--- config.mk ---
export PLATFORM = sky130hd
export DESIGN_NAME = multilevel_feedback_queue_scheduler_core_flat
export DESIGN_NICKNAME = d
export VERILOG_FILES = /design/src/rtl/mlfq_pkg.sv /design/src/rtl/mlfq_if.sv /design/src/rtl/multilevel_feedback_queue_scheduler_core.sv /design/src/rtl/mlfq_ready_mem.sv /design/src/flat_wrapper.sv
export SDC_FILE = /design/constraint.sdc
export NUM_CORES = 1
export LEC_CHECK = 0
export CAP_MARGIN = 40
export CORE_UTILIZATION = 63
export DETAILED_ROUTE_END_ITERATION = 6
export DONT_BUFFER_PORTS = 1
export PLACE_DENSITY = 0.86
export SETUP_SLACK_MARGIN = 0.02
export SLEW_MARGIN = 20
export SYNTH_ARGS = -nofsm -noshare
export SYNTH_HDL_FRONTEND = slang
export SYNTH_HIERARCHICAL = 1
export SYNTH_SLANG_ARGS = --single-unit
--- constraint.sdc ---
create_clock -name clk_i -period 6.76 [get_ports clk_i]
set_input_delay 0.676 -clock clk_i [delete_from_list [all_inputs] [get_ports clk_i]]
set_output_delay 0.676 -clock clk_i [all_outputs]
set_load 0.01 [all_outputs]
--- src/rtl/mlfq_pkg.sv ---
// Package: shared types, constants and command codes of the feedback-queue scheduler.
package mlfq_pkg;
  localparam int unsigned NumLevelsDef = 4;
  localparam int unsigned MaxTasksDef  = 16;

  typedef enum logic [2:0] {
    CMD_LOAD    = 3'd0,
    CMD_UNBLOCK = 3'd1,
    CMD_TICK    = 3'd2,
    CMD_BLOCK   = 3'd3,
    CMD_EXIT    = 3'd4
  } cmd_e;

  typedef enum logic [1:0] {
    ST_OK       = 2'd0,
    ST_FULL     = 2'd1,
    ST_NOTFOUND = 2'd2
  } status_e;

  typedef enum logic [2:0] {
    REG_LEVELS = 3'd0,
    REG_Q0     = 3'd1,
    REG_Q1     = 3'd2,
    REG_Q2     = 3'd3,
    REG_Q3     = 3'd4
  } reg_e;

  typedef enum logic [2:0] {
    S_IDLE, S_SEARCH, S_DECIDE, S_READ, S_OUT
  } state_e;

  typedef struct packed {
    logic [2:0] cmd;
    logic [7:0] task_id;
    logic [7:0] running_id;
    logic       running_idle;
  } in_item_t;

  typedef struct packed {
    logic [7:0] chosen_id;
    logic       chosen_idle;
    logic [1:0] status;
  } out_item_t;
endpackage

--- src/rtl/mlfq_if.sv ---
// Interfaces: valid/ready channels for scheduler command and result items.
interface mlfq_in_if;
  logic                 valid;
  logic                 ready;
  mlfq_pkg::in_item_t   payload;
  modport source (output valid, output payload, input ready);
  modport sink (input valid, input payload, output ready);
endinterface

interface mlfq_out_if;
  logic                 valid;
  logic                 ready;
  mlfq_pkg::out_item_t  payload;
  modport source (output valid, output payload, input ready);
  modport sink (input valid, input payload, output ready);
endinterface

--- src/rtl/multilevel_feedback_queue_scheduler_core.sv ---
// Multilevel feedback queue scheduler: top level with control sequencer.
//
// Channels: cmd_in (sink) carries one scheduler event per item: load,
// unblock, tick, block or exit, with the task id and the running task.
// res_out (source) carries one result item per event: the task to run
// next (or idle) and a status code. Configuration is a plain write port:
// cfg_we_i, cfg_idx_i (0 levels in use, 1..4 quantum of level 0..3) and
// cfg_data_i; write only while no event is in flight.
// An event is taken in IDLE and passes DECIDE, READ and OUT; OUT loads
// the result register. Unblock, and block of a running task, first walk
// the blocked-task table in SEARCH, one slot a cycle. A dispatch reads
// the head of the chosen level from the ready-id memory, whose read port
// is registered: the address is set in READ and the data taken in OUT.
// One event is in flight at a time; the next is taken once the result
// register has been handed on.
// Reset empties all queues and the blocked table, sets the running level
// to 0 and the quantum counter to 0. When the receiver stalls, the
// result is held in the output register and no new event is taken until
// it is accepted.
module multilevel_feedback_queue_scheduler_core #(
  parameter int unsigned NUM_LEVELS = mlfq_pkg::NumLevelsDef,
  parameter int unsigned MAX_TASKS  = mlfq_pkg::MaxTasksDef
) (
  input  logic        clk_i,
  input  logic        rst_ni,
  input  logic        cfg_we_i,
  input  logic [2:0]  cfg_idx_i,
  input  logic [15:0] cfg_data_i,
  mlfq_in_if.sink     cmd_in,
  mlfq_out_if.source  res_out
);
  localparam int unsigned LW = (NUM_LEVELS > 1) ? $clog2(NUM_LEVELS) : 1;
  localparam int unsigned TW = (MAX_TASKS > 1) ? $clog2(MAX_TASKS) : 1;
  localparam int unsigned CW = $clog2(MAX_TASKS + 1);
  localparam int unsigned SW = $clog2(MAX_TASKS + 1);
  localparam int unsigned AW = LW + TW;

  // configuration
  logic [2:0]  levels_q;
  logic [15:0] quant_q [4];

  always_ff @(posedge clk_i or negedge rst_ni) begin
    if (!rst_ni) begin
      levels_q   <= 3'd4;
      quant_q[0] <= 16'd1;
      quant_q[1] <= 16'd2;
      quant_q[2] <= 16'd4;
      quant_q[3] <= 16'd8;
    end else if (cfg_we_i) begin
      unique case (cfg_idx_i)
        mlfq_pkg::REG_LEVELS: levels_q <= cfg_data_i[2:0];
        mlfq_pkg::REG_Q0:     quant_q[0] <= cfg_data_i;
        mlfq_pkg::REG_Q1:     quant_q[1] <= cfg_data_i;
        mlfq_pkg::REG_Q2:     quant_q[2] <= cfg_data_i;
        mlfq_pkg::REG_Q3:     quant_q[3] <= cfg_data_i;
        default: ;
      endcase
    end
  end

  logic [LW-1:0] last;
  always_comb begin
    if (levels_q == 3'd0) begin
      last = '0;
    end else if (32'(levels_q) > NUM_LEVELS) begin
      last = LW'(NUM_LEVELS - 1);
    end else begin
      last = LW'(levels_q - 3'd1);
    end
  end

  function automatic logic [15:0] quant_of(input logic [2:0] lvl,
                                           input logic [15:0] q0, input logic [15:0] q1,
                                           input logic [15:0] q2, input logic [15:0] q3);
    logic [15:0] r;
    priority case (1'b1)
      lvl == 3'd0: r = q0;
      lvl == 3'd1: r = q1;
      lvl == 3'd2: r = q2;
      default:     r = q3;
    endcase
    return r;
  endfunction

  // scheduler state
  logic [TW-1:0]  head_q  [NUM_LEVELS];
  logic [CW-1:0]  count_q [NUM_LEVELS];
  logic [MAX_TASKS-1:0] bvalid_q;
  logic [7:0]     btask_q [MAX_TASKS];
  logic [LW-1:0]  blevel_q [MAX_TASKS];
  logic [LW-1:0]  cur_lvl_q;
  logic [15:0]    qleft_q;

  mlfq_pkg::state_e   state_q, state_d;
  mlfq_pkg::in_item_t item_q;
  logic [SW-1:0]      scan_q;
  logic               found_q;
  logic [TW-1:0]      slot_q;
  logic               go_q;
  logic [1:0]         status_q;
  logic               disp_any_q;
  logic               out_valid_q;
  mlfq_pkg::out_item_t out_q;

  // ready memory
  logic          mem_we;
  logic [AW-1:0] mem_waddr, mem_raddr;
  logic [7:0]    mem_wdata, mem_rdata;

  mlfq_ready_mem #(.AW(AW)) u_mem (
    .clk_i   (clk_i),
    .we_i    (mem_we),
    .waddr_i (mem_waddr),
    .wdata_i (mem_wdata),
    .raddr_i (mem_raddr),
    .rdata_o (mem_rdata)
  );

  assign cmd_in.ready    = (state_q == mlfq_pkg::S_IDLE) && !out_valid_q;
  assign res_out.valid   = out_valid_q;
  assign res_out.payload = out_q;

  logic accept;
  assign accept = cmd_in.valid && cmd_in.ready;

  // next state
  always_comb begin
    state_d = state_q;
    unique case (state_q)
      mlfq_pkg::S_IDLE: begin
        if (accept) begin
          if (cmd_in.payload.cmd == mlfq_pkg::CMD_UNBLOCK ||
              (cmd_in.payload.cmd == mlfq_pkg::CMD_BLOCK && !cmd_in.payload.running_idle)) begin
            state_d = mlfq_pkg::S_SEARCH;
          end else begin
            state_d = mlfq_pkg::S_DECIDE;
          end
        end
      end
      mlfq_pkg::S_SEARCH: begin
        if (32'(scan_q) == MAX_TASKS - 1) state_d = mlfq_pkg::S_DECIDE;
      end
      mlfq_pkg::S_DECIDE: state_d = mlfq_pkg::S_READ;
      mlfq_pkg::S_READ:   state_d = mlfq_pkg::S_OUT;
      mlfq_pkg::S_OUT:    state_d = mlfq_pkg::S_IDLE;
      default:            state_d = mlfq_pkg::S_IDLE;
    endcase
  end

  // enqueue target and decision of the DECIDE step
  logic          enq_en;
  logic [LW-1:0] enq_lvl;
  logic [7:0]    enq_id;
  logic          enq_ok;
  logic          dec_go;
  logic [1:0]    dec_status;
  logic [LW-1:0] ulvl;

  always_comb begin
    enq_en     = 1'b0;
    enq_lvl    = '0;
    enq_id     = item_q.task_id;
    dec_go     = 1'b0;
    dec_status = mlfq_pkg::ST_OK;
    ulvl       = (blevel_q[slot_q] == '0) ? '0 : blevel_q[slot_q] - LW'(1);
    if (ulvl > last) ulvl = last;
    unique case (item_q.cmd)
      mlfq_pkg::CMD_LOAD: begin
        enq_en = 1'b1;
      end
      mlfq_pkg::CMD_UNBLOCK: begin
        if (!found_q) begin
          dec_status = mlfq_pkg::ST_NOTFOUND;
        end else begin
          enq_en  = 1'b1;
          enq_lvl = ulvl;
        end
      end
      mlfq_pkg::CMD_TICK, mlfq_pkg::CMD_BLOCK, mlfq_pkg::CMD_EXIT: begin
        if (item_q.running_idle || item_q.cmd == mlfq_pkg::CMD_EXIT) begin
          dec_go = 1'b1;
        end else if (item_q.cmd == mlfq_pkg::CMD_TICK && qleft_q == 16'd0) begin
          enq_en  = 1'b1;
          enq_id  = item_q.running_id;
          enq_lvl = (cur_lvl_q >= last) ? last : cur_lvl_q + LW'(1);
        end else if (item_q.cmd == mlfq_pkg::CMD_BLOCK) begin
          if (found_q) dec_go = 1'b1;
          else dec_status = mlfq_pkg::ST_FULL;
        end
      end
      default: ;
    endcase
    enq_ok = enq_en && (32'(count_q[enq_lvl]) < MAX_TASKS);
    if (enq_en && !enq_ok) dec_status = mlfq_pkg::ST_FULL;
    if (enq_ok && item_q.cmd == mlfq_pkg::CMD_TICK) dec_go = 1'b1;
  end

  // dispatch level: lowest-numbered (highest-priority) non-empty level in use (counts after DECIDE)
  logic          sel_any;
  logic [LW-1:0] sel_lvl;
  always_comb begin
    sel_any = 1'b0;
    sel_lvl = '0;
    for (int l = NUM_LEVELS - 1; l >= 0; l--) begin
      if (LW'(l) <= last && count_q[l] != '0) begin
        sel_any = 1'b1;
        sel_lvl = LW'(l);
      end
    end
  end

  // tail position wraps by one compare and subtract
  logic [31:0]   wsum;
  logic [TW-1:0] wpos;
  assign wsum      = 32'(head_q[enq_lvl]) + 32'(count_q[enq_lvl]);
  assign wpos      = (wsum >= MAX_TASKS) ? TW'(wsum - MAX_TASKS) : TW'(wsum);
  assign mem_we    = (state_q == mlfq_pkg::S_DECIDE) && enq_ok;
  assign mem_waddr = AW'(32'(enq_lvl) * MAX_TASKS + 32'(wpos));
  assign mem_wdata = enq_id;
  assign mem_raddr = AW'(32'(sel_lvl) * MAX_TASKS + 32'(head_q[sel_lvl]));

  always_ff @(posedge clk_i or negedge rst_ni) begin
    if (!rst_ni) begin
      state_q     <= mlfq_pkg::S_IDLE;
      out_valid_q <= 1'b0;
      bvalid_q    <= '0;
      cur_lvl_q   <= '0;
      qleft_q     <= 16'd0;
      scan_q      <= '0;
      found_q     <= 1'b0;
      go_q        <= 1'b0;
      disp_any_q  <= 1'b0;
      for (int l = 0; l < NUM_LEVELS; l++) begin
        head_q[l]  <= '0;
        count_q[l] <= '0;
      end
    end else begin
      state_q <= state_d;
      if (res_out.valid && res_out.ready) out_valid_q <= 1'b0;
      unique case (state_q)
        mlfq_pkg::S_IDLE: begin
          if (accept) begin
            item_q  <= cmd_in.payload;
            scan_q  <= '0;
            found_q <= 1'b0;
          end
        end
        mlfq_pkg::S_SEARCH: begin
          scan_q <= scan_q + SW'(1);
          // unblock: first valid slot holding the id; block: first free slot
          if (!found_q) begin
            if (item_q.cmd == mlfq_pkg::CMD_UNBLOCK) begin
              if (bvalid_q[scan_q[TW-1:0]] && btask_q[scan_q[TW-1:0]] == item_q.task_id) begin
                found_q <= 1'b1;
                slot_q  <= scan_q[TW-1:0];
              end
            end else if (!bvalid_q[scan_q[TW-1:0]]) begin
              found_q <= 1'b1;
              slot_q  <= scan_q[TW-1:0];
            end
          end
        end
        mlfq_pkg::S_DECIDE: begin
          go_q     <= dec_go;
          status_q <= dec_status;
          if (enq_ok) count_q[enq_lvl] <= count_q[enq_lvl] + CW'(1);
          if (enq_ok && item_q.cmd == mlfq_pkg::CMD_UNBLOCK) bvalid_q[slot_q] <= 1'b0;
          if (dec_go && item_q.cmd == mlfq_pkg::CMD_BLOCK && !item_q.running_idle) begin
            bvalid_q[slot_q] <= 1'b1;
            btask_q[slot_q]  <= item_q.running_id;
            blevel_q[slot_q] <= cur_lvl_q;
          end
          if (item_q.cmd == mlfq_pkg::CMD_TICK && !item_q.running_idle && qleft_q != 16'd0)
            qleft_q <= qleft_q - 16'd1;
        end
        mlfq_pkg::S_READ: begin
          // memory read of the selected head is in flight this cycle
          disp_any_q <= go_q && sel_any;
          if (go_q && sel_any) begin
            head_q[sel_lvl]  <= (32'(head_q[sel_lvl]) == MAX_TASKS - 1) ? '0 :
                                head_q[sel_lvl] + TW'(1);
            count_q[sel_lvl] <= count_q[sel_lvl] - CW'(1);
            cur_lvl_q        <= sel_lvl;
            qleft_q <= quant_of(3'(sel_lvl), quant_q[0], quant_q[1], quant_q[2],
                                quant_q[3]) - 16'd1;
          end
        end
        mlfq_pkg::S_OUT: begin
          out_valid_q     <= 1'b1;
          out_q.status    <= status_q;
          if (!go_q) begin
            out_q.chosen_id   <= item_q.running_id;
            out_q.chosen_idle <= item_q.running_idle;
          end else if (disp_any_q) begin
            out_q.chosen_id   <= mem_rdata;
            out_q.chosen_idle <= 1'b0;
          end else begin
            out_q.chosen_id   <= 8'd0;
            out_q.chosen_idle <= 1'b1;
          end
        end
        default: ;
      endcase
    end
  end
endmodule

--- src/rtl/mlfq_ready_mem.sv ---
// Ready queue store: one synchronous memory of task ids, one region per level.
module mlfq_ready_mem #(
  parameter int unsigned AW = 6
) (
  input  logic          clk_i,
  input  logic          we_i,
  input  logic [AW-1:0] waddr_i,
  input  logic [7:0]    wdata_i,
  input  logic [AW-1:0] raddr_i,
  output logic [7:0]    rdata_o
);
  logic [7:0] mem_q [2**AW];

  always_ff @(posedge clk_i) begin
    if (we_i) begin
      mem_q[waddr_i] <= wdata_i;
    end
    rdata_o <= mem_q[raddr_i];
  end
endmodule

--- src/flat_wrapper.sv ---
// flat-port wrapper written by rule: the top's interface ports become plain ports
module multilevel_feedback_queue_scheduler_core_flat 
#(
  parameter int unsigned NUM_LEVELS = mlfq_pkg::NumLevelsDef,
  parameter int unsigned MAX_TASKS  = mlfq_pkg::MaxTasksDef
)
  (clk_i, rst_ni, cfg_we_i, cfg_idx_i, cfg_data_i, cmd_in_valid, cmd_in_payload, cmd_in_ready, res_out_valid, res_out_payload, res_out_ready);
  mlfq_in_if cmd_in_i ();
  mlfq_out_if res_out_i ();
  input  logic clk_i;
  input  logic rst_ni;
  input  logic cfg_we_i;
  input  logic [2:0] cfg_idx_i;
  input  logic [15:0] cfg_data_i;
  input wire logic [$bits(cmd_in_i.valid)-1:0] cmd_in_valid;
  input wire logic [$bits(cmd_in_i.payload)-1:0] cmd_in_payload;
  output wire logic [$bits(cmd_in_i.ready)-1:0] cmd_in_ready;
  output wire logic [$bits(res_out_i.valid)-1:0] res_out_valid;
  output wire logic [$bits(res_out_i.payload)-1:0] res_out_payload;
  input wire logic [$bits(res_out_i.ready)-1:0] res_out_ready;
  assign cmd_in_i.valid = cmd_in_valid;
  assign cmd_in_i.payload = cmd_in_payload;
  assign cmd_in_ready = cmd_in_i.ready;
  assign res_out_valid = res_out_i.valid;
  assign res_out_payload = res_out_i.payload;
  assign res_out_i.ready = res_out_ready;
  multilevel_feedback_queue_scheduler_core #(.NUM_LEVELS(NUM_LEVELS), .MAX_TASKS(MAX_TASKS)) u_core (.clk_i(clk_i), .rst_ni(rst_ni), .cfg_we_i(cfg_we_i), .cfg_idx_i(cfg_idx_i), .cfg_data_i(cfg_data_i), .cmd_in(cmd_in_i), .res_out(res_out_i));
endmodule
==> run summary <==
Fin area - 40,800 um2
Clock sink total - 870
Routed wire per std cell - 29.7 um
FILL cells - 3,282
Max Clock Skew - 0.0279 ns
Layout Utilization - 0.718
Run status - finished with violations
Reg2Reg Depth - 21
Tightest Hold Check Type - in2async
CTS buffer count - 84
Arrival time at the worst endpoint - 6.62 ns
Global-route wire length before repair - 140,000 um
Crit share post-route - 0.936
Leak - 13.7 nW
Relative slew slack - 0.430
Non-Filler Instances - 3,099
Port Buffers - 0
Clock latency reported for the late side of the worst-skew pair - 0.66 ns
Area share of the largest cell type after synthesis - 0.584
Layout area overhead - 11.9%
Mean area per synthesized cell - 16.8 um2
Layout cell share with drive strength beyond 1 - 0.260
DR vias/cell - 7.02
Fmax - 158 MHz
CP Capture Type - flop
Io pins - 57
Fin. max-slew vios - 0
Via count of the first global-routing pass - 22,000
Unrepaired setup endpoints after global routing - false
Core region area - 56,800 um2
Largest cells by area after synthesis - edfxtp_1 (58%), mux4_2 (11%), dfrtp_1 (9.9%), mux2_2 (2.8%), nor2_1 (1.7%)
CTS Root Buffer Type - clkbuf_16
Netlist cell types - 96
DIE AREA - 58,800 um2
Setup ws final - 0.431 ns
Placed insts - 2,931
Register area share after synthesis - 0.693
Fin Hold WS - -0.0862 ns
Cells after Synth - 2,173
Initial Util - 0.642
CTS clk-pin slew, worst paths - 0.07 ns
Ys Warns - 6
Largest fanout on the critical path - 9
Final number of hold-violating endpoints - 11
Maxcap violations - 0
Worst setup SP type - flop
Detailed Route WL - 92,200 um
Asr flop ratio synth - 0.171
Clock tree buffer depth - 3
H-tree depth - 3
DR iter-0 viols - 3,142
Routability congestion estimate - 0.938
Slew of the pin with the lowest slew margin - 0.852 ns
CTS tree - built
DRT Pass-1 Iters - 6
Failing checks - hold timing
Via count - 21,700
Gr ovfl total - 0
Power Dens Cells - 398 nW/um2
Dominant cell type by area after synthesis - edfxtp_1
RR Endpoint - u_core/u_mem/mem_q[0][3]
Setup CP Type - reg2reg
Pre-CTS WS - 0.111 ns
Mapped Area - 36,500 um2
Die Y - 243 um
# rows - 87
Final nets - 2,335
Main synth FF type - edfxtp_1
Remaining antenna violation count - 0
Final setup fails - 0
Placed instance area - 37,800 um2
Die X-Extent - 243 um
R2r setup slk - 0.43 ns
Worst Path Required - 7.05 ns
Minimum clock period after layout - 6.33 ns
DRC - 0
Maximum vdd drop - 0.320 mV
Synth Net Count - 2,233
Post-synth EDFFs - 709
DPL Wire Length - 56,300 um
Largest net degree at the start of global routing - 150
Antenna violations before repair - 2
Seq cells post-synth - 870
Tot GR Track Use - 0.321
## cell type report
class                   count  area (um2)  area share
diodes                      3        7.51    0.000184
clock buffers             103        2220      0.0545
clock inverters            48         515      0.0126
inverters                  40         150     0.00368
multi-input cells        1159       10700       0.262
flip-flops and latches    870       25300       0.619
well taps                 756         946      0.0232
repair buffers            120        1020      0.0250
## layout by cell type, fill, tap and decap left out, types with 17 or more instances in the layout
| cell | count |
|---|---|
| edfxtp_1 | 709 |
| mux4_2 | 177 |
| nor2_1 | 144 |
| dfrtp_1 | 143 |
| nand2_1 | 116 |
| buf_4 | 105 |
| mux2_2 | 92 |
| clkbuf_16 | 84 |
| o21ai_0 | 83 |
| nand3_1 | 43 |
| a21oi_1 | 40 |
| mux2i_1 | 39 |
| o22ai_1 | 37 |
| inv_1 | 35 |
| a22oi_1 | 24 |
| nor3_1 | 23 |
| nor2b_1 | 20 |
| clkinv_1 | 17 |
| nand2b_1 | 17 |
| xnor2_1 | 17 |
## critical path, stage by stage, from the launching register on
cell and delay [ns]:
dfxtp_2 0.50, mux4_2 0.58, nand2_1 0.11, and4_1 0.35, nor2_1 0.13, ha_1 0.33, o21ba_2 0.23, o311a_1 0.43
nor2_1 0.14, buf_4 0.18, nor2_4 0.08, mux2_2 0.26, nor2_1 0.05, a21oi_1 0.14, ha_1 0.20, inv_1 0.07
fa_1 0.43, xnor2_1 0.18, buf_4 0.18, or3_1 0.53, or2_2 0.49, nor2_2 0.38
## state kept, by name, indices dropped and copies added, names as in the netlist, 2 cells and up, named ones only
signal,count
u_core/u_mem/mem_q,512
u_core/btask_q,128
u_core/quant_q,64
u_core/blevel_q,32
u_core/count_q,20
u_core/item_q,20
u_core/bvalid_q,16
u_core/head_q,16
u_core/qleft_q,16
u_core/res_out.payload,11
u_core/u_mem/rdata_o,8
u_core/scan_q,5
u_core/slot_q,4
u_core/levels_q,3
u_core/state_q,3
u_core/cur_lvl_q,2
u_core/status_q,2
## per-stage QoR
step | TNS (ns) | hold slack [ns] | power, mW
floorplan | 0 | 0.380 | 10.0
global placement | 0 | 0.383 | 11.1
detailed placement | 0 | 0.383 | 11.3
CTS | -0.785 | 0.0554 | 16.1
global route | 0 | 0.0289 | 16.8
finish | 0 | -0.0862 | 16.2
## per-layer routing
metal  track usage  vias to the layer above  wire length [um]
li1              -                     8835                 -
met1         0.426                    10900             32100
met2         0.516                     1700             44900
met3        0.0714                      360             10300
met4         0.140                        0              4800
met5             0                        -                 0
## synthesized netlist by cell type (8+ instances only)
library cell    n
buf_4          11
nor2_1        168
nand2_1       117
mux2_2         92
dfrtp_1       144
nand4_1         9
or2_2          12
o221ai_1       12
o22ai_1        37
nand3b_1       13
o21ai_0        83
inv_1          35
edfxtp_1      709
xnor2_1        17
dfxtp_1        12
a21oi_1        41
or3_1           8
a31oi_1        13
a22oi_1        24
buf_2          24
ha_1           15
clkbuf_1       53
xor2_1         15
o21ai_1         9
mux4_2        177
nor3_1         25
mux2i_1        39
and2_1          8
nand3_1        43
nand2b_1       18
buf_1           8
nor2b_1        20
a221o_1         8
## power by group
part / total, mW / internal [mW] / switching [mW]
Combinational: 4.99 / 2.10 / 2.90
Sequential: 6.54 / 6.18 / 0.358
Clock: 4.71 / 2.67 / 2.04
Total: 16.2 / 10.9 / 5.29
## cells by family (layout without fill, tap and decap cells)
kind of cell,after synthesis,in the layout,synth area share
AOI/OAI and AO/OA,316,316,0.0603
xor gates and xnor gates,32,32,0.00769
adders and majority gates,16,16,0.00570
buffers and inverters,144,311,0.0187
DFF,870,870,0.693
muxes,308,308,0.148
other,0,3,0
and+or+nand+nor,487,487,0.0663
## worst max path at each step
stage	depth (start not counted)	endpoint	slack (ns)	start
floorplan	24	u_core/u_mem/mem_q[28][0]	0.54	flop
global placement	21	u_core/u_mem/mem_q[16][0]	0.44	flop
detailed placement	21	u_core/u_mem/mem_q[16][2]	0.11	flop
CTS	21	u_core/u_mem/mem_q[16][0]	-0.05	flop
global route	21	u_core/u_mem/mem_q[18][0]	0.10	flop
finish	21	u_core/u_mem/mem_q[0][3]	0.43	flop
## what timing repair did
item | in CTS | in global routing
hold buffers | 1 | 0
endpoints found under the setup margin | 48 | 296
resized for setup | 1 | 37
pin swaps | 0 | 1
buffers inserted | 0 | 8
hold endpoints to repair | 149 | 0
Power figures use the tool's default switching activity.
